## src/prts_pkg.sv

```systemverilog
package prts_pkg;

  // Input item fields
  localparam int unsigned REQ_W      = 3;
  localparam int unsigned CH_W       = 3;
  localparam int unsigned BUF_W      = 2;
  localparam int unsigned VAL_W      = 16;
  localparam int unsigned IN_TDATA_W = 24;
  localparam int unsigned IN_BUF_LSB = CH_W;
  localparam int unsigned IN_VAL_LSB = CH_W + BUF_W;
  localparam int unsigned IN_PND_BIT = CH_W + BUF_W + VAL_W;

  // Result item fields
  localparam int unsigned KIND_W      = 2;
  localparam int unsigned OUT_TDATA_W = 8;

  // Configuration registers
  localparam int unsigned RATE_W     = 8;
  localparam int unsigned RELOAD_W   = 16;
  localparam int unsigned CFG_IDX_W  = 1;
  localparam int unsigned CFG_DATA_W = 16;

  localparam logic [CFG_IDX_W-1:0] REG_SCAN_RATE = 1'd0;
  localparam logic [CFG_IDX_W-1:0] REG_RELOAD    = 1'd1;

  localparam logic [RATE_W-1:0]   RATE_RESET   = 8'd1;
  localparam logic [RELOAD_W-1:0] RELOAD_RESET = 16'd3;

  typedef enum logic [REQ_W-1:0] {
    REQ_TICK      = 3'd0,
    REQ_ARM_TX    = 3'd1,
    REQ_CLR_TX    = 3'd2,
    REQ_ARM_RX    = 3'd3,
    REQ_SET_START = 3'd4
  } req_type_e;

  typedef enum logic [KIND_W-1:0] {
    EV_ACK        = 2'd0,
    EV_RETX       = 2'd1,
    EV_RX_TIMEOUT = 2'd2,
    EV_TICK_DONE  = 2'd3
  } event_kind_e;

endpackage

```

## src/prts_tmem.sv

```systemverilog
module prts_tmem
  import prts_pkg::*;
#(
  parameter int unsigned DEPTH = 32,
  parameter int unsigned DW    = 16,
  localparam int unsigned AW   = $clog2(DEPTH)
) (
  input  logic          clk_i,
  input  logic          rst_ni,
  input  logic          wr_en_i,
  input  logic [AW-1:0] wr_addr_i,
  input  logic [DW-1:0] wr_data_i,
  input  logic          rd_en_i,
  input  logic [AW-1:0] rd_addr_i,
  output logic [DW-1:0] rd_data_o
);

  logic [DW-1:0] mem_q [DEPTH];
  logic [DEPTH-1:0] vld_q;
  logic [DW-1:0] rdata_q;
  logic          rvld_q;

  always_ff @(posedge clk_i) begin
    if (wr_en_i) begin
      mem_q[wr_addr_i] <= wr_data_i;
    end
    if (rd_en_i) begin
      rdata_q <= mem_q[rd_addr_i];
    end
  end

  // Entries never written since reset read as zero (timer inactive)
  always_ff @(posedge clk_i or negedge rst_ni) begin
    if (!rst_ni) begin
      vld_q  <= '0;
      rvld_q <= 1'b0;
    end else begin
      if (wr_en_i) begin
        vld_q[wr_addr_i] <= 1'b1;
      end
      if (rd_en_i) begin
        rvld_q <= vld_q[rd_addr_i];
      end
    end
  end

  assign rd_data_o = rvld_q ? rdata_q : '0;

endmodule

```

## src/packet_retransmit_timer_scan_unit.sv

```systemverilog
// Control items (arm, clear, set start, arm receive): one acknowledge, offered from the
// acknowledge state once the result slot is free; the next item can be taken after that.
// Tick: receive step, one timer memory entry per cycle, finish step. The retry cap ends the
// walk early; a result waiting on a stalled output holds the walk until it leaves.
// Reset clears control state and loads the configuration reset values; timers read as zero
// via per-entry valid bits.
module packet_retransmit_timer_scan_unit
  import prts_pkg::*;
#(
  parameter int unsigned NUM_CHANNELS     = 8,
  parameter int unsigned BUFS_PER_CHANNEL = 4,
  parameter int unsigned MAX_RETRIES      = 4,
  parameter int unsigned TIMER_WIDTH      = 16
) (
  input  logic                   clk_i,
  input  logic                   rst_ni,
  input  logic                   s_axis_tvalid,
  output logic                   s_axis_tready,
  // [2:0] channel, [4:3] buffer, [20:5] timer_value, [21] input_pending, [23:22] zero
  input  logic [IN_TDATA_W-1:0]  s_axis_tdata,
  // [2:0] req_type
  input  logic [REQ_W-1:0]       s_axis_tuser,
  output logic                   m_axis_tvalid,
  input  logic                   m_axis_tready,
  // [2:0] event_channel, [4:3] event_buffer, [5] timers_active, [7:6] zero
  output logic [OUT_TDATA_W-1:0] m_axis_tdata,
  // [1:0] event_kind
  output logic [KIND_W-1:0]      m_axis_tuser,
  output logic                   m_axis_tlast,
  input  logic                   cfg_we_i,
  input  logic [CFG_IDX_W-1:0]   cfg_idx_i,
  input  logic [CFG_DATA_W-1:0]  cfg_data_i
);

  localparam int unsigned NUM_ENTRIES = NUM_CHANNELS * BUFS_PER_CHANNEL;
  localparam int unsigned AW = $clog2(NUM_ENTRIES);
  localparam int unsigned CW = (NUM_CHANNELS > 1) ? $clog2(NUM_CHANNELS) : 1;
  localparam int unsigned BW = $clog2(BUFS_PER_CHANNEL);
  localparam int unsigned RW = $clog2(MAX_RETRIES + 1);
  localparam int unsigned TW = TIMER_WIDTH;
  localparam logic [BW-1:0] LAST_BUF = BW'(BUFS_PER_CHANNEL - 1);
  localparam logic [CW-1:0] LAST_CH  = CW'(NUM_CHANNELS - 1);

  typedef enum logic [2:0] {
    ST_IDLE,
    ST_ACK,
    ST_RECV,
    ST_SCAN,
    ST_FIN
  } state_e;

  function automatic logic [BW-1:0] norm_start(input logic [BUF_W-1:0] s);
    logic [31:0] e;
    e = 32'(s);
    return (e < BUFS_PER_CHANNEL) ? BW'(e) : '0;
  endfunction

  function automatic logic [AW-1:0] entry_addr(input logic [31:0] c, input logic [31:0] b);
    logic [31:0] a;
    a = c * BUFS_PER_CHANNEL + b;
    return a[AW-1:0];
  endfunction

  function automatic logic [TW-1:0] lower(input logic [TW-1:0] t, input logic [TW-1:0] r);
    return (t <= r) ? '0 : (t - r);
  endfunction

  state_e state_q;

  logic [RATE_W-1:0]   rate_q;
  logic [RELOAD_W-1:0] reload_q;
  logic [TW-1:0]       rx_q;
  logic                pend_q;
  logic [BUF_W-1:0]    start_q [NUM_CHANNELS];

  logic [CW-1:0] iss_ch_q;
  logic [BW-1:0] iss_cnt_q;
  logic [BW-1:0] iss_idx_q;
  logic          iss_done_q;
  logic          prc_v_q;
  logic [CW-1:0] prc_ch_q;
  logic [BW-1:0] prc_idx_q;
  logic [RW-1:0] retries_q;
  logic          active_q;

  logic                m_valid_q;
  logic [KIND_W-1:0]   m_kind_q;
  logic [CH_W-1:0]     m_ch_q;
  logic [BUF_W-1:0]    m_buf_q;
  logic                m_act_q;
  logic                m_last_q;

  // Input fields
  logic [REQ_W-1:0] in_req;
  logic [CH_W-1:0]  in_ch;
  logic [BUF_W-1:0] in_buf;
  logic [VAL_W-1:0] in_val;
  logic             in_pend;
  logic             in_ok;
  logic             accept;
  logic [CW-1:0]    in_ch_idx;

  logic          slot_free;
  logic [TW-1:0] rate_tw;
  logic [TW-1:0] reload_tw;
  logic [TW-1:0] rx_low;
  logic          rx_emit;
  logic          recv_go;

  logic [TW-1:0] t_cur;
  logic [TW-1:0] t_low;
  logic          prc_live;
  logic          prc_expire;
  logic          cap_hit;
  logic          scan_stall;
  logic          issue;

  logic          iss_last_in_ch;
  logic [CW-1:0] nxt_ch;
  logic [BW-1:0] nxt_idx;
  logic [BW-1:0] nxt_cnt;
  logic          nxt_done;

  logic          mem_we;
  logic [AW-1:0] mem_waddr;
  logic [TW-1:0] mem_wdata;
  logic [AW-1:0] mem_raddr;
  logic [TW-1:0] mem_rdata;

  assign in_req    = s_axis_tuser;
  assign in_ch     = s_axis_tdata[CH_W-1:0];
  assign in_buf    = s_axis_tdata[IN_BUF_LSB +: BUF_W];
  assign in_val    = s_axis_tdata[IN_VAL_LSB +: VAL_W];
  assign in_pend   = s_axis_tdata[IN_PND_BIT];
  assign in_ok     = (32'(in_ch) < NUM_CHANNELS) && (32'(in_buf) < BUFS_PER_CHANNEL);
  assign in_ch_idx = CW'(in_ch);

  assign s_axis_tready = (state_q == ST_IDLE);
  assign accept        = s_axis_tvalid && s_axis_tready;
  assign slot_free     = !m_valid_q || m_axis_tready;

  assign rate_tw   = TW'(rate_q);
  assign reload_tw = TW'(reload_q);

  // Receive step
  assign rx_low  = lower(rx_q, rate_tw);
  assign rx_emit = (rx_q != '0) && !pend_q && (rx_low == '0);
  assign recv_go = !rx_emit || slot_free;

  // Process stage: entry read at the last issue
  assign t_cur      = mem_rdata;
  assign t_low      = lower(t_cur, rate_tw);
  assign prc_live   = prc_v_q && (t_cur != '0);
  assign prc_expire = prc_live && (t_low == '0);
  assign cap_hit    = prc_expire && ((32'(retries_q) + 32'd1) >= MAX_RETRIES);
  assign scan_stall = prc_expire && !slot_free;

  always_comb begin
    issue = 1'b0;
    unique case (state_q)
      ST_RECV: issue = recv_go;
      ST_SCAN: issue = !scan_stall && !cap_hit && !iss_done_q;
      default: issue = 1'b0;
    endcase
  end

  // Circular walk within a channel, channels in order
  always_comb begin
    iss_last_in_ch = (iss_cnt_q == LAST_BUF);
    nxt_done       = iss_last_in_ch && (iss_ch_q == LAST_CH);
    if (iss_last_in_ch) begin
      nxt_ch  = nxt_done ? '0 : (iss_ch_q + CW'(1));
      nxt_cnt = '0;
      nxt_idx = norm_start(start_q[nxt_ch]);
    end else begin
      nxt_ch  = iss_ch_q;
      nxt_cnt = iss_cnt_q + BW'(1);
      nxt_idx = (iss_idx_q == LAST_BUF) ? '0 : (iss_idx_q + BW'(1));
    end
  end

  assign mem_raddr = entry_addr(32'(iss_ch_q), 32'(iss_idx_q));

  // Reads and writes of one tick never touch the same entry in one cycle
  always_comb begin
    mem_we    = 1'b0;
    mem_waddr = entry_addr(32'(prc_ch_q), 32'(prc_idx_q));
    mem_wdata = prc_expire ? reload_tw : t_low;
    if (state_q == ST_IDLE) begin
      mem_waddr = entry_addr(32'(in_ch), 32'(in_buf));
      mem_wdata = (in_req == REQ_ARM_TX) ? TW'(in_val) : '0;
      mem_we    = accept && in_ok && ((in_req == REQ_ARM_TX) || (in_req == REQ_CLR_TX));
    end else if (state_q == ST_SCAN) begin
      mem_we = prc_live && !scan_stall;
    end
  end

  prts_tmem #(
    .DEPTH (NUM_ENTRIES),
    .DW    (TW)
  ) u_tmem (
    .clk_i     (clk_i),
    .rst_ni    (rst_ni),
    .wr_en_i   (mem_we),
    .wr_addr_i (mem_waddr),
    .wr_data_i (mem_wdata),
    .rd_en_i   (issue),
    .rd_addr_i (mem_raddr),
    .rd_data_o (mem_rdata)
  );

  always_ff @(posedge clk_i or negedge rst_ni) begin
    if (!rst_ni) begin
      state_q    <= ST_IDLE;
      rate_q     <= RATE_RESET;
      reload_q   <= RELOAD_RESET;
      rx_q       <= '0;
      pend_q     <= 1'b0;
      start_q    <= '{default: '0};
      iss_ch_q   <= '0;
      iss_cnt_q  <= '0;
      iss_idx_q  <= '0;
      iss_done_q <= 1'b0;
      prc_v_q    <= 1'b0;
      prc_ch_q   <= '0;
      prc_idx_q  <= '0;
      retries_q  <= '0;
      active_q   <= 1'b0;
      m_valid_q  <= 1'b0;
      m_kind_q   <= EV_ACK;
      m_ch_q     <= '0;
      m_buf_q    <= '0;
      m_act_q    <= 1'b0;
      m_last_q   <= 1'b0;
    end else begin
      if (cfg_we_i) begin
        unique case (cfg_idx_i)
          REG_SCAN_RATE: rate_q   <= cfg_data_i[RATE_W-1:0];
          REG_RELOAD:    reload_q <= cfg_data_i[RELOAD_W-1:0];
          default:       ;
        endcase
      end

      if (m_valid_q && m_axis_tready) begin
        m_valid_q <= 1'b0;
      end

      if (issue) begin
        iss_ch_q   <= nxt_ch;
        iss_cnt_q  <= nxt_cnt;
        iss_idx_q  <= nxt_idx;
        iss_done_q <= nxt_done;
      end

      unique case (state_q)
        ST_IDLE: begin
          if (accept) begin
            if (in_req == REQ_TICK) begin
              pend_q     <= in_pend;
              iss_ch_q   <= '0;
              iss_cnt_q  <= '0;
              iss_idx_q  <= norm_start(start_q[0]);
              iss_done_q <= 1'b0;
              retries_q  <= '0;
              active_q   <= 1'b0;
              state_q    <= ST_RECV;
            end else begin
              if (in_req == REQ_SET_START && in_ok) begin
                start_q[in_ch_idx] <= in_buf;
              end
              if (in_req == REQ_ARM_RX) begin
                rx_q <= TW'(in_val);
              end
              state_q <= ST_ACK;
            end
          end
        end

        ST_ACK: begin
          if (slot_free) begin
            m_valid_q <= 1'b1;
            m_kind_q  <= EV_ACK;
            m_ch_q    <= '0;
            m_buf_q   <= '0;
            m_act_q   <= 1'b0;
            m_last_q  <= 1'b1;
            state_q   <= ST_IDLE;
          end
        end

        ST_RECV: begin
          if (recv_go) begin
            active_q <= (rx_q != '0);
            if (rx_q != '0 && !pend_q) begin
              rx_q <= rx_low;
            end
            if (rx_emit) begin
              m_valid_q <= 1'b1;
              m_kind_q  <= EV_RX_TIMEOUT;
              m_ch_q    <= '0;
              m_buf_q   <= '0;
              m_act_q   <= 1'b0;
              m_last_q  <= 1'b0;
            end
            prc_v_q   <= 1'b1;
            prc_ch_q  <= iss_ch_q;
            prc_idx_q <= iss_idx_q;
            state_q   <= ST_SCAN;
          end
        end

        ST_SCAN: begin
          if (!scan_stall) begin
            if (prc_live) begin
              active_q <= 1'b1;
            end
            if (prc_expire) begin
              m_valid_q <= 1'b1;
              m_kind_q  <= EV_RETX;
              m_ch_q    <= CH_W'(prc_ch_q);
              m_buf_q   <= BUF_W'(prc_idx_q);
              m_act_q   <= 1'b0;
              m_last_q  <= 1'b0;
              retries_q <= retries_q + RW'(1);
            end
            if (cap_hit || iss_done_q) begin
              prc_v_q <= 1'b0;
              state_q <= ST_FIN;
            end else begin
              prc_v_q   <= 1'b1;
              prc_ch_q  <= iss_ch_q;
              prc_idx_q <= iss_idx_q;
            end
          end
        end

        ST_FIN: begin
          if (slot_free) begin
            m_valid_q <= 1'b1;
            m_kind_q  <= EV_TICK_DONE;
            m_ch_q    <= '0;
            m_buf_q   <= '0;
            m_act_q   <= active_q;
            m_last_q  <= 1'b1;
            state_q   <= ST_IDLE;
          end
        end

        default: state_q <= ST_IDLE;
      endcase
    end
  end

  assign m_axis_tvalid = m_valid_q;
  assign m_axis_tdata  = {2'b00, m_act_q, m_buf_q, m_ch_q};
  assign m_axis_tuser  = m_kind_q;
  assign m_axis_tlast  = m_last_q;

endmodule

```

## config.mk

```make
export PLATFORM = sky130hd
export DESIGN_NAME = packet_retransmit_timer_scan_unit
export DESIGN_NICKNAME = d
export VERILOG_FILES = /design/src/prts_pkg.sv /design/src/prts_tmem.sv /design/src/packet_retransmit_timer_scan_unit.sv
export SDC_FILE = /design/constraint.sdc
export NUM_CORES = 1
export LEC_CHECK = 0
export BUFFER_PORTS_ARGS = -buffer_cell sky130_fd_sc_hd__buf_2
export CAP_MARGIN = 30
export CORE_MARGIN = 2
export CORE_UTILIZATION = 30
export DETAILED_ROUTE_END_ITERATION = 10
export GPL_TIMING_DRIVEN = 0
export SYNTH_ARGS = -nofsm -noshare
export SYNTH_HDL_FRONTEND = slang
export SYNTH_SLANG_ARGS = --single-unit
```

## constraint.sdc

```tcl
create_clock -name clk_i -period 7.6 [get_ports clk_i]
set_clock_uncertainty 0.15 [all_clocks]
set_input_delay 1.14 -clock clk_i [delete_from_list [all_inputs] [get_ports clk_i]]
set_output_delay 1.14 -clock clk_i [all_outputs]
set_load 0.05 [all_outputs]
```

---- After elaboration in Yosys (flattened, before gate mapping) ----
Memory sizes are Yosys's and may differ from the RTL's. A register that Yosys moved wholly into a read port is not among the register bits.
Index checks and enable logic that the tools add are counted.
operators by class
  add/subtract/negate cells ............... 10
  order comparisons ....................... 9
  equal/unequal tests ..................... 26
  muxes and demuxes ....................... 112
  bitwise gates (word level) .............. 5
  reduce and logical (&&, ||, !) cells .... 51
operator list
  kind                                                                    number
  16-bit two-way mux                                                      11
  3-bit two-way mux                                                       22
  2-bit two-way mux                                                       28
  16-bit by 8-bit <= comparator with 1-bit output                         2
  16-bit logical NOT                                                      2
  32-bit bitwise OR                                                       1
  16-bit one-hot mux with 2 select lines                                  1
  16-bit nonzero test                                                     2
  16-bit by 8-bit subtractor with 16-bit output                           2
  1-bit two-way mux                                                       31
  2-bit != test (second input constant)                                   10
  6-bit AND reduction                                                     3
  16-bit bitwise mux                                                      1
  5-bit by 2-bit adder with 5-bit output                                  3
  1-bit logical AND                                                       15
  3-bit by 2-bit equality test with 1-bit output (second input constant)  4
  5-bit by 6-bit < comparator with 1-bit output (second input constant)   2
  3-bit one-hot mux with 2 select lines                                   2
  3-bit one-hot mux with 4 select lines                                   1
  2-bit by 1-bit != test with 1-bit output (second input constant)        5
  5-bit AND reduction                                                     2
  3-bit equality test (second input constant)                             3
  1-bit one-hot mux with 3 select lines                                   3
  3-bit one-hot mux with 3 select lines                                   1
  other kinds (32)                                                        56
word-level totals
  bits in registers ....................... 121
  bits in writable memories ............... 512
  output and inout bits ................... 13
  word-level logic and storage cells ...... 244
  memories ................................ 1
memory list
  name          depth  bits a word  rd ports  clocked after Yosys merged registers in  wr ports  RTL line         RTL
  u_tmem.mem_q  32     16           1         1                                        1         prts_tmem.sv:18  logic [DW-1:0] mem_q [DEPTH];

---- Longest topological paths before layout ----
Gate-level depths: netlist (run 1).
  word-level depth ........................ 14
  mapped depth ............................ 17
  mapped depth without buffers ............ 13

---- By module ----
A second synthesis (run 1) with hierarchy kept.
unflattened totals
  cell total of the unflattened synthesis .. 1597
  area total of the unflattened synthesis .. 27567.7 µm²
by module, submodules not included
  module                             instances  cells each  area each (µm²)
  prts_tmem                          1          913         21494.4
  packet_retransmit_timer_scan_unit  1          684         6073.3

---- Least setup slack after synthesis (run 1) ----
Ideal clock, no wire load.
  path kind ............................... reg2reg
  start ................................... register u_tmem.rvld_q
  end ..................................... memory u_tmem.mem_q[0][11] (data pin)
  library setup time ...................... 454 ps
  data arrival time ....................... 4907 ps
  data required time ...................... 6996 ps
  slack ................................... 2089 ps
  cell stages (with the launch flop) ...... 18
  cells stage by stage .................... dfrtp_1 > clkbuf_1 > clkbuf_1 > clkbuf_1 > nand2_1 > ha_1 > inv_1 > fa_1 > a21o_1 > maj3_1 > a21oi_1 > xor2_1 > and4_1 > a31oi_1 > nor3_1 > buf_2 > a21oi_1 > o21ai_0
between the ends
  longest elaborated chain between the ends .. 7
  elaborated cells between the ends (all ways) .. 10
  those cells by class .................... 1 x add/sub; 1 x order compare; 4 x mux; 4 x reduce/logical
RTL lines
  item                                                                                                              RTL line                                  RTL
  start, declared                                                                                                   prts_tmem.sv:21                           logic rvld_q;
  start signal, assigned                                                                                            prts_tmem.sv:42                           rvld_q <= vld_q[rd_addr_i];
  16-bit two-way mux (*)                                                                                            prts_tmem.sv:47                           assign rd_data_o = rvld_q ? rdata_q : '0;
  16-bit by 8-bit subtractor with 16-bit output or 16-bit by 8-bit <= comparator with 1-bit output (tied branches)  packet_retransmit_timer_scan_unit.sv:65   return (t <= r) ? '0 : (t - r);
  16-bit two-way mux                                                                                                packet_retransmit_timer_scan_unit.sv:65
  16-bit logical NOT                                                                                                packet_retransmit_timer_scan_unit.sv:154  assign prc_expire = prc_live && (t_low == '0);
  1-bit logical AND                                                                                                 packet_retransmit_timer_scan_unit.sv:154
  16-bit two-way mux (*)                                                                                            packet_retransmit_timer_scan_unit.sv:188  mem_wdata = prc_expire ? reload_tw : t_low;
  16-bit two-way mux (*)                                                                                            packet_retransmit_timer_scan_unit.sv:189  if (state_q == ST_IDLE) begin
  net mem_wdata[11]                                                                                                 packet_retransmit_timer_scan_unit.sv:126  logic [TW-1:0] mem_wdata;
  end, declared                                                                                                     prts_tmem.sv:18
Mark *: on every way through the listed nets, which the timed path passes. The rest lies on a longest branch.

---- Worst setup path in the final report (run 1) ----
  start ................................... register u_tmem.rvld_q
  end ..................................... memory u_tmem.mem_q[28][15], enable pin
between the ends
  longest elaborated chain between the ends .. 12
  elaborated cells between the ends (all ways) .. 15
  those cells by class .................... 1 x add/sub; 1 x order compare; 6 x mux; 7 x reduce/logical
RTL lines
  item                                                                                                              RTL line                                  RTL
  16-bit two-way mux (*)                                                                                            prts_tmem.sv:47
  16-bit by 8-bit subtractor with 16-bit output or 16-bit by 8-bit <= comparator with 1-bit output (tied branches)  packet_retransmit_timer_scan_unit.sv:65
  16-bit two-way mux                                                                                                packet_retransmit_timer_scan_unit.sv:65
  16-bit logical NOT                                                                                                packet_retransmit_timer_scan_unit.sv:154
  1-bit logical AND                                                                                                 packet_retransmit_timer_scan_unit.sv:154
  1-bit logical AND                                                                                                 packet_retransmit_timer_scan_unit.sv:156  assign scan_stall = prc_expire && !slot_free;
  1-bit logical NOT                                                                                                 n/a
  1-bit logical AND (*)                                                                                             packet_retransmit_timer_scan_unit.sv:194  mem_we = prc_live && !scan_stall;
  1-bit two-way mux (*)                                                                                             packet_retransmit_timer_scan_unit.sv:193  end else if (state_q == ST_SCAN) begin
  1-bit two-way mux (*)                                                                                             packet_retransmit_timer_scan_unit.sv:189
  1-bit two-way mux (*)                                                                                             prts_tmem.sv:24                           if (wr_en_i) begin
  1-bit two-way mux (implied by the code) (*)                                                                       prts_tmem.sv:25                           mem_q[wr_addr_i] <= wr_data_i;
Mark *: on every way between the ends. The rest lies on a longest branch, timed or not.

==> metrics.json, run 1 <==
{
  "critPathKind": "reg -> reg",
  "slew_viol_final": 0,
  "grt_pass1_wl_mm": 112,
  "groute.usage.overall_pct": 15.9,
  "post_cts.repair.setup_buffers": 0,
  "syn_area_per_cell_sq_um": 16.8,
  "chipWidth_um": 308,
  "max_cap_violations": 0,
  "cts_num_sinks": 649,
  "type_of_the_most_critical_hold_path": "in -> async",
  "post_cts.resized_instances": 0,
  "timing.final.setup_violations": 0,
  "globalplace.congestion": 0.878,
  "ys_dominant_reg_cell": "sky130_fd_sc_hd__edfxtp_1",
  "ys_warn_count": 0,
  "max-slew-margin-rel_pct": 29.4,
  "power_per_cell_area_nw_per_um2": 457,
  "crit-reg2reg-capture": "u_tmem.mem_q[28][15]",
  "dp_hpwl_mm": 54.7,
  "row_count": 111,
  "grt_remaining_overflow": 0,
  "portion_of_the_post_synthesis_area_used_by_sequential_elements_pct": 67.9,
  "maximum_number_of_pins_on_one_net_before_global_route_repair": 89,
  "placement.io_buffers": 56,
  "post-route-util_pct": 36.5,
  "final_net_count": 1945,
  "yosys.area.top_type_share_pct": 57.0,
  "worst_skew_pair.late_latency_ps": 620,
  "yosys.cell_count.top_type": "sky130_fd_sc_hd__edfxtp_1",
  "placedCellCount": 3041,
  "run_status": "finished, final reports clean",
  "reg2reg_setup_slack_ps": 1420,
  "worst_setup_path_start_kind": "flop",
  "hold_bufs_inserted_after_cts": 0,
  "synthTopCellsByArea": "sky130_fd_sc_hd__edfxtp_1, sky130_fd_sc_hd__mux4_2, sky130_fd_sc_hd__dfrtp_1, sky130_fd_sc_hd__mux2_2, sky130_fd_sc_hd__nand2_1",
  "synth_enable_flop_cells": 528,
  "timing.final.hold_violations": 0,
  "ys_seq_elements": 649,
  "fmax_mhz": 162,
  "total_leakage_power_nw": 11.4,
  "timing.hold.ws_ps": 275,
  "total_die_area_sq_um": 95100,
  "syn_inst": 1658,
  "detail_route.wirelength_mm": 75.0,
  "clock_tree_from_tritoncts": "yes",
  "tritoncts.num_buffers": 69,
  "final_critical_path_setup_slack_ps": 1420,
  "ctsLongestPathBuffers": 3,
  "preCtsSetupSlack_ps": 1500,
  "tightest_slew_ps": 1030,
  "synth_area_leader_cell": "sky130_fd_sc_hd__edfxtp_1",
  "timing.final.crit_share_pct": 81.3,
  "final_layout_size_suffix_gt1_share_pct": 29.0,
  "worstReg2RegStart": "u_tmem.rvld_q",
  "routed_via_density": 5.15,
  "ir_worst_vdd_mv": 0.480,
  "detail_route.drc_violations": 0,
  "cts.htree.levels": 3,
  "cts.root.buffer_cell": "sky130_fd_sc_hd__clkbuf_16",
  "syn_to_final_growth_pct": 20.4,
  "chipHeight_um": 308,
  "starting_density_of_the_core_pct": 30.3,
  "final_cell_count_without_fillers": 3174,
  "route.antenna.remaining_nets": 0,
  "grt_antenna_before_repair": 1,
  "detailedRoute.firstPassIterationCount": 5,
  "worst-endpoint-arrival_ps": 6330,
  "vias_after_detailed_routing": 16341,
  "final_cell_area_sq_um": 33500,
  "setup_repair_after_global_routing_missed_its_margin": "no",
  "cp-end-kind": "flop",
  "synth.distinct_cells": 77,
  "design.core.area_sq_um": 91800,
  "synth_async_sr_flop_share_pct": 18.6,
  "synth_common_cells": "sky130_fd_sc_hd__edfxtp_1, sky130_fd_sc_hd__mux4_2, sky130_fd_sc_hd__dfrtp_1, sky130_fd_sc_hd__nand2_1, sky130_fd_sc_hd__o21ai_0",
  "grt_pass1_vias": 16746,
  "period_minus_slack_ps": 6180,
  "placement.cell_area_sq_um": 31000,
  "cts.reportedPaths.clkPinSlew_ps": 60,
  "wl_per_cell_um": 23.6,
  "io_pins": 62,
  "ff2ff_path_depth": 17,
  "syn-cell-area_sq_um": 27800,
  "critPathRequiredTime_ps": 7750,
  "crit_fanout": 10,
  "final.fill_count": 8443,
  "first_iter_violations": 1603
}
## power breakdown
group	internal (mW)	total, mW	switching (mW)
Combinational	2.33	6.36	4.03
Sequential	5.25	5.47	0.224
Clock	2.08	3.48	1.40
Total	9.66	15.3	5.65
## layout make-up
type,instances,area [sq um],area share (%)
sequential,649,18900,56.4
buffer,81,353,1.05
clock buffer,96,1980,5.92
antenna,2,5.00,0.0150
inverter,32,120,0.359
timing repair buffer,144,1460,4.35
clock inverter,30,395,1.18
tap,1243,1560,4.65
multi-input combinational,897,8710,26.0
## stage by stage
step | power (mW) | TNS, ps
6_report | 15.3 | 0
5_1_grt | 16.0 | 0
4_1_cts | 15.3 | 0
3_5_place_dp | 11.8 | 0
3_3_place_gp | 11.2 | -276310
2_1_floorplan | 9.12 | 0
## cell usage in the layout, fill, tap and decap left out, types with 13 or more instances in the layout
cell	instances
sky130_fd_sc_hd__nand3_1	17
sky130_fd_sc_hd__nor3_1	23
sky130_fd_sc_hd__clkbuf_16	71
sky130_fd_sc_hd__nor3_2	32
sky130_fd_sc_hd__or2_1	31
sky130_fd_sc_hd__mux4_2	170
sky130_fd_sc_hd__buf_8	24
sky130_fd_sc_hd__buf_1	16
sky130_fd_sc_hd__edfxtp_1	528
sky130_fd_sc_hd__nand2_1	117
sky130_fd_sc_hd__clkbuf_1	63
sky130_fd_sc_hd__a21oi_1	61
sky130_fd_sc_hd__inv_1	32
sky130_fd_sc_hd__nor2_1	57
sky130_fd_sc_hd__buf_6	55
sky130_fd_sc_hd__o21ai_0	61
sky130_fd_sc_hd__ha_1	20
sky130_fd_sc_hd__nor4_1	14
sky130_fd_sc_hd__and2_1	14
sky130_fd_sc_hd__mux2_2	57
sky130_fd_sc_hd__buf_2	64
sky130_fd_sc_hd__a31oi_1	13
sky130_fd_sc_hd__dfrtp_1	118
## critical path: stages (launching register included)
cell	delay, ps
sky130_fd_sc_hd__dfrtp_1	460
sky130_fd_sc_hd__clkbuf_1	250
sky130_fd_sc_hd__clkbuf_1	300
sky130_fd_sc_hd__clkbuf_1	280
sky130_fd_sc_hd__nand2_1	170
sky130_fd_sc_hd__ha_1	180
sky130_fd_sc_hd__inv_1	60
sky130_fd_sc_hd__fa_1	470
sky130_fd_sc_hd__a21o_1	210
sky130_fd_sc_hd__maj3_1	390
sky130_fd_sc_hd__a21oi_1	480
sky130_fd_sc_hd__o221ai_1	290
sky130_fd_sc_hd__and4_1	250
sky130_fd_sc_hd__a311oi_1	440
sky130_fd_sc_hd__a211oi_4	130
sky130_fd_sc_hd__buf_6	190
sky130_fd_sc_hd__nor3_2	770
sky130_fd_sc_hd__buf_4	350
## cell families (layout without fill, tap and decap cells)
logic type / after synthesis / in the layout / synth area share, %
AOI/OAI and AO/OA: 249 / 249 / 5.73
xor gates and xnor gates: 13 / 13 / 0.410
adders and majority gates: 24 / 24 / 1.12
buffers and inverters: 113 / 383 / 1.70
DFF: 649 / 649 / 67.9
muxes: 232 / 232 / 16.3
other: 1 / 4 / 0.0135
and+or+nand+nor: 377 / 377 / 6.83
## worst max-delay path by stage
stage / startpoint / end / slack (ps) / cells after the start
floorplan: u_tmem.rvld_q / u_tmem.mem_q[0][11] / 2090 / 17
global placement: u_tmem.rvld_q / u_tmem.mem_q[6][3] / -1160 / 16
detailed placement: u_tmem.rvld_q / u_tmem.mem_q[28][15] / 1500 / 16
CTS: u_tmem.rvld_q / u_tmem.mem_q[28][15] / 1470 / 16
global route: u_tmem.rvld_q / u_tmem.mem_q[8][7] / 1010 / 16
finish: u_tmem.rvld_q / u_tmem.mem_q[28][15] / 1420 / 17
## state kept, by name, indices dropped and copies added, names as in the netlist, 8 cells and up
signal	count
reload_q	16
u_tmem.vld_q	32
start_q	16
rx_q	16
rate_q	8
u_tmem.rdata_q	16
u_tmem.mem_q	512
## routing by layer
layer | GRT usage [%] | routed length, um
met1 | 21.2 | 31400
met3 | 2.73 | 4820
met4 | 4.84 | 2090
met2 | 26.7 | 36700
met5 | 0 | 0
Power figures use the tool's default switching activity.
==> inputs of run 2 (changes only) <==
Clock period 7.6 ns to 5.4 ns, I/O delays scaled along.
==> metrics.json, run 2 (synthesized netlist as in run 1, its figures left out) <==
{
  "use_met2": {"value": 26.6, "unit": "%", "change": "-0.15 points"},
  "total_die_area": {"value": 95100, "unit": "sq um", "change": "unchanged"},
  "type_of_the_most_critical_hold_path": "in -> reg",
  "tritoncts.num_buffers": {"value": 70, "change": "+1.4%"},
  "power_per_cell_area": {"value": 656, "unit": "nW/um^2", "change": "+43%"},
  "row_count": {"value": 111, "change": "unchanged"},
  "run_status": "finished, final reports clean",
  "final_critical_path_setup_slack": {"value": 101, "unit": "ps", "change": "-1320 ps"},
  "timing.final.crit_share": {"value": 98.1, "unit": "%", "change": "+17 points"},
  "fmax": {"value": 189, "unit": "MHz", "change": "+17%"},
  "worst_skew_pair.late_latency": {"value": 620, "unit": "ps", "change": "about the same"},
  "cts.htree.levels": {"value": 3, "change": "unchanged"},
  "tightest_slew": {"value": 1010, "unit": "ps", "change": "-22.0 ps"},
  "chipWidth": {"value": 308, "unit": "um", "change": "unchanged"},
  "detail_route.drc_violations": {"value": 0, "change": "unchanged"},
  "power.switching_fraction": {"value": 37.4, "unit": "%", "change": "+0.52 points"},
  "detail_route.wirelength": {"value": 78.9, "unit": "mm", "change": "+5.1%"},
  "timing.final.setup_violations": {"value": 0, "change": "unchanged"},
  "global_route.peak_usage_layer": "met2",
  "sequentialPowerShare": {"value": 34.3, "unit": "%", "change": "-1.4 points"},
  "crit_path_cell_trace": "clkbuf_2 -> clkbuf_2 -> clkbuf_2 -> and2_1 -> ha_1 -> clkbuf_1 -> nand4_1 -> nor4_1 -> o21ai_2 -> o211ai_2 -> a211oi_2 -> a211oi_4 -> buf_6 -> nor3_4 -> buf_6 -> buf_6 -> or2_1",
  "timing.final.hold_violations": {"value": 0, "change": "unchanged"},
  "timing.hold.worst_path_depth": 3,
  "max-slew-margin-rel": {"value": 32.8, "unit": "%", "change": "+3.4 points"},
  "chipHeight": {"value": 308, "unit": "um", "change": "unchanged"},
  "timing.critical_path.slowest_stage_cell": "sky130_fd_sc_hd__nor4_1",
  "first_iter_violations": {"value": 1782, "change": "+11%"},
  "routed_via_density": {"value": 5.28, "change": "+2.5%"},
  "worst_path_largest_cell_delay": {"value": 810, "unit": "ps", "change": "+40 ps"},
  "layout_commonest_cell": "sky130_fd_sc_hd__edfxtp_1",
  "grtUsageMet1": {"value": 22.3, "unit": "%", "change": "+1.1 points"},
  "top_register": "u_tmem.mem_q",
  "syn_to_final_growth_pct": 23.0,
  "ff2ff_path_depth": {"value": 17, "change": "unchanged"},
  "cts.reportedPaths.clkPinSlew": {"value": 60, "unit": "ps", "change": "about the same"},
  "internal_power": {"value": 14.0, "unit": "mW", "change": "+45%"},
  "final.fill_count": {"value": 8395, "change": "-0.57%"},
  "ctsLongestPathBuffers": {"value": 3, "change": "unchanged"},
  "cp-end-kind": "flop",
  "finalPower": {"value": 22.4, "unit": "mW", "change": "+46%"},
  "detailedRoute.firstPassIterationCount": {"value": 6, "change": "+1"},
  "route.antenna.remaining_nets": {"value": 0, "change": "unchanged"},
  "final_net_count": {"value": 1997, "change": "+2.7%"},
  "final_layout_size_suffix_gt1_share": {"value": 31.6, "unit": "%", "change": "+2.5 points"},
  "critPathRequiredTime": {"value": 5750, "unit": "ps", "change": "-2000 ps"},
  "groute.layer.met3.usage": {"value": 2.90, "unit": "%", "change": "+0.16 points"},
  "io_pins": {"value": 62, "change": "unchanged"},
  "grt_antenna_before_repair": {"value": 2, "change": "+1"},
  "crit_fanout": {"value": 10, "change": "unchanged"},
  "power.combinational.fraction": {"value": 44.0, "unit": "%", "change": "+2.5 points"},
  "critPathKind": "reg -> reg",
  "most_used_cells_in_the_layout_excluding_fill_and_tap_cells": "sky130_fd_sc_hd__edfxtp_1, sky130_fd_sc_hd__mux4_2, sky130_fd_sc_hd__dfrtp_1",
  "dp_hpwl": {"value": 54.5, "unit": "mm", "change": "-0.41%"},
  "max_cap_violations": {"value": 0, "change": "unchanged"},
  "clock_tree_from_tritoncts": "yes",
  "final_cell_count_without_fillers": {"value": 3223, "change": "+1.5%"},
  "grt_remaining_overflow": {"value": 0, "change": "unchanged"},
  "num_antenna_cells": {"value": 0, "change": "-2"},
  "layout_top_registers": "u_tmem.mem_q x512, u_tmem.vld_q x32",
  "groute.usage.overall": {"value": 16.5, "unit": "%", "change": "+0.58 points"},
  "starting_density_of_the_core": {"value": 30.3, "unit": "%", "change": "unchanged"},
  "design.core.area": {"value": 91800, "unit": "sq um", "change": "unchanged"},
  "reg2reg_setup_slack": {"value": 100, "unit": "ps", "change": "-1320 ps"},
  "timing.hold.ws": {"value": 270, "unit": "ps", "change": "-5.62 ps"},
  "worst_setup_path_start_kind": "flop",
  "globalplace.congestion": {"value": 0.891, "change": "+1.5%"},
  "preCtsSetupSlack": {"value": -763, "unit": "ps", "change": "-2270 ps"},
  "ir_worst_vdd": {"value": 0.497, "unit": "mV", "change": "+3.5%"},
  "period_minus_slack": {"value": 5300, "unit": "ps", "change": "-877 ps"},
  "cts.root.buffer_cell": "sky130_fd_sc_hd__clkbuf_16",
  "cts_num_sinks": {"value": 649, "change": "unchanged"},
  "grt_pass1_vias": {"value": 17047, "change": "+1.8%"},
  "slew_viol_final": {"value": 0, "change": "unchanged"},
  "grt_pass1_wl": {"value": 115, "unit": "mm", "change": "+2.8%"},
  "placedCellCount": {"value": 3035, "change": "-0.20%"},
  "p_switching": {"value": 8.39, "unit": "mW", "change": "+49%"},
  "wl_per_cell": {"value": 24.5, "unit": "um", "change": "+3.5%"},
  "worst-endpoint-arrival": {"value": 5640, "unit": "ps", "change": "-690 ps"},
  "placement.io_buffers": {"value": 56, "change": "unchanged"},
  "setup_repair_after_global_routing_missed_its_margin": "yes",
  "clock_group_share_of_total_power": {"value": 21.7, "unit": "%", "change": "-1.0 points"},
  "maximum_number_of_pins_on_one_net_before_global_route_repair": {"value": 90, "change": "+1.1%"},
  "largest_register_ffs": {"value": 512, "change": "unchanged"},
  "total_leakage_power": {"value": 11.9, "unit": "nW", "change": "+4.3%"},
  "vias_after_detailed_routing": {"value": 17006, "change": "+4.1%"}
}
## run 2: cell count changes in the layout (fill, tap and decap cells not counted), moves of 4 or more
cell	before	now
sky130_fd_sc_hd__nor3_4	0	18
sky130_fd_sc_hd__o21ai_2	10	4
sky130_fd_sc_hd__clkbuf_2	0	5
sky130_fd_sc_hd__buf_12	3	16
sky130_fd_sc_hd__clkbuf_8	11	0
sky130_fd_sc_hd__nor3_2	32	15
sky130_fd_sc_hd__buf_6	55	48
sky130_fd_sc_hd__o21ai_4	6	16
sky130_fd_sc_hd__clkinv_2	7	12
sky130_fd_sc_hd__a21oi_1	61	55
sky130_fd_sc_hd__clkinvlp_4	0	4
sky130_fd_sc_hd__clkbuf_1	63	58
sky130_fd_sc_hd__buf_4	9	51
## run 2: layout make-up
| class | instances | area (sq um) | area share, % |
|---|---|---|---|
| multi-input combinational | 900 | 9000 | 26.3 |
| inverter | 32 | 120 | 0.351 |
| sequential | 649 | 18900 | 55.3 |
| clock buffer | 87 | 1880 | 5.50 |
| timing repair buffer | 192 | 1940 | 5.66 |
| buffer | 81 | 364 | 1.07 |
| tap | 1243 | 1560 | 4.55 |
| clock inverter | 39 | 443 | 1.30 |
## run 2: final timing paths
| kind | end | start |
|---|---|---|
| max | u_tmem.vld_q[16] | u_tmem.rvld_q |
| min | rate_q[4] | cfg_data_i[4] |
| max reg2reg | u_tmem.vld_q[16] | u_tmem.rvld_q |
| min reg2reg | u_tmem.vld_q[18] | u_tmem.vld_q[18] |
| max in group asynchronous | u_tmem.vld_q[12] | rst_ni |
| min in group asynchronous | rx_q[9] | rst_ni |
## run 2: metrics by stage
stage | util, % | area (sq um) | TNS, ps
3_5_place_dp | 33.7 | 30900 | -433420
5_1_grt | 37.2 | 34200 | -1150
3_3_place_gp | 32.3 | 29600 | -2236600
2_1_floorplan | - | 27800 | 0
4_1_cts | 37.0 | 34000 | 0
6_report | 37.2 | 34200 | 0
## run 2: routing by layer
metal  up-vias  share of wire (%)
met2       762                 47
met3       129                7.1
met5         -                  0
li1       7191                  -
met4         0                3.6
met1      8924                 42
## run 2: what timing repair did
| item | in CTS | in global routing |
|---|---|---|
| setup endpoints to repair | 1054 | 581 |
| hold endpoints to repair | 29 | 0 |
| pin swaps | 26 | 7 |
| gates resized for setup | 31 | 17 |
| setup buffers | 46 | 8 |
| gates cloned | 3 | 0 |
| hold buffers | 1 | 0 |
## run 2: power by group through the flow
stage                     combinational (mW)  clock (mW)  sequential (mW)
after floorplan                         5.01           0             7.81
after global placement                  7.68           0             7.96
after detailed placement                8.80           0             7.81
after CTS                               9.58        4.95             7.69
after global routing                    10.5        5.15             7.74
final                                   9.86        4.86             7.69
## run 2: critical path, delay by kind of cell, from the launching register on
kind                       cells  cell delay, ps
adders and majority gates      1             270
and+or+nand+nor                5            1550
DFF                            1             450
AOI/OAI and AO/OA              4            1090
buffers and inverters          7            1660
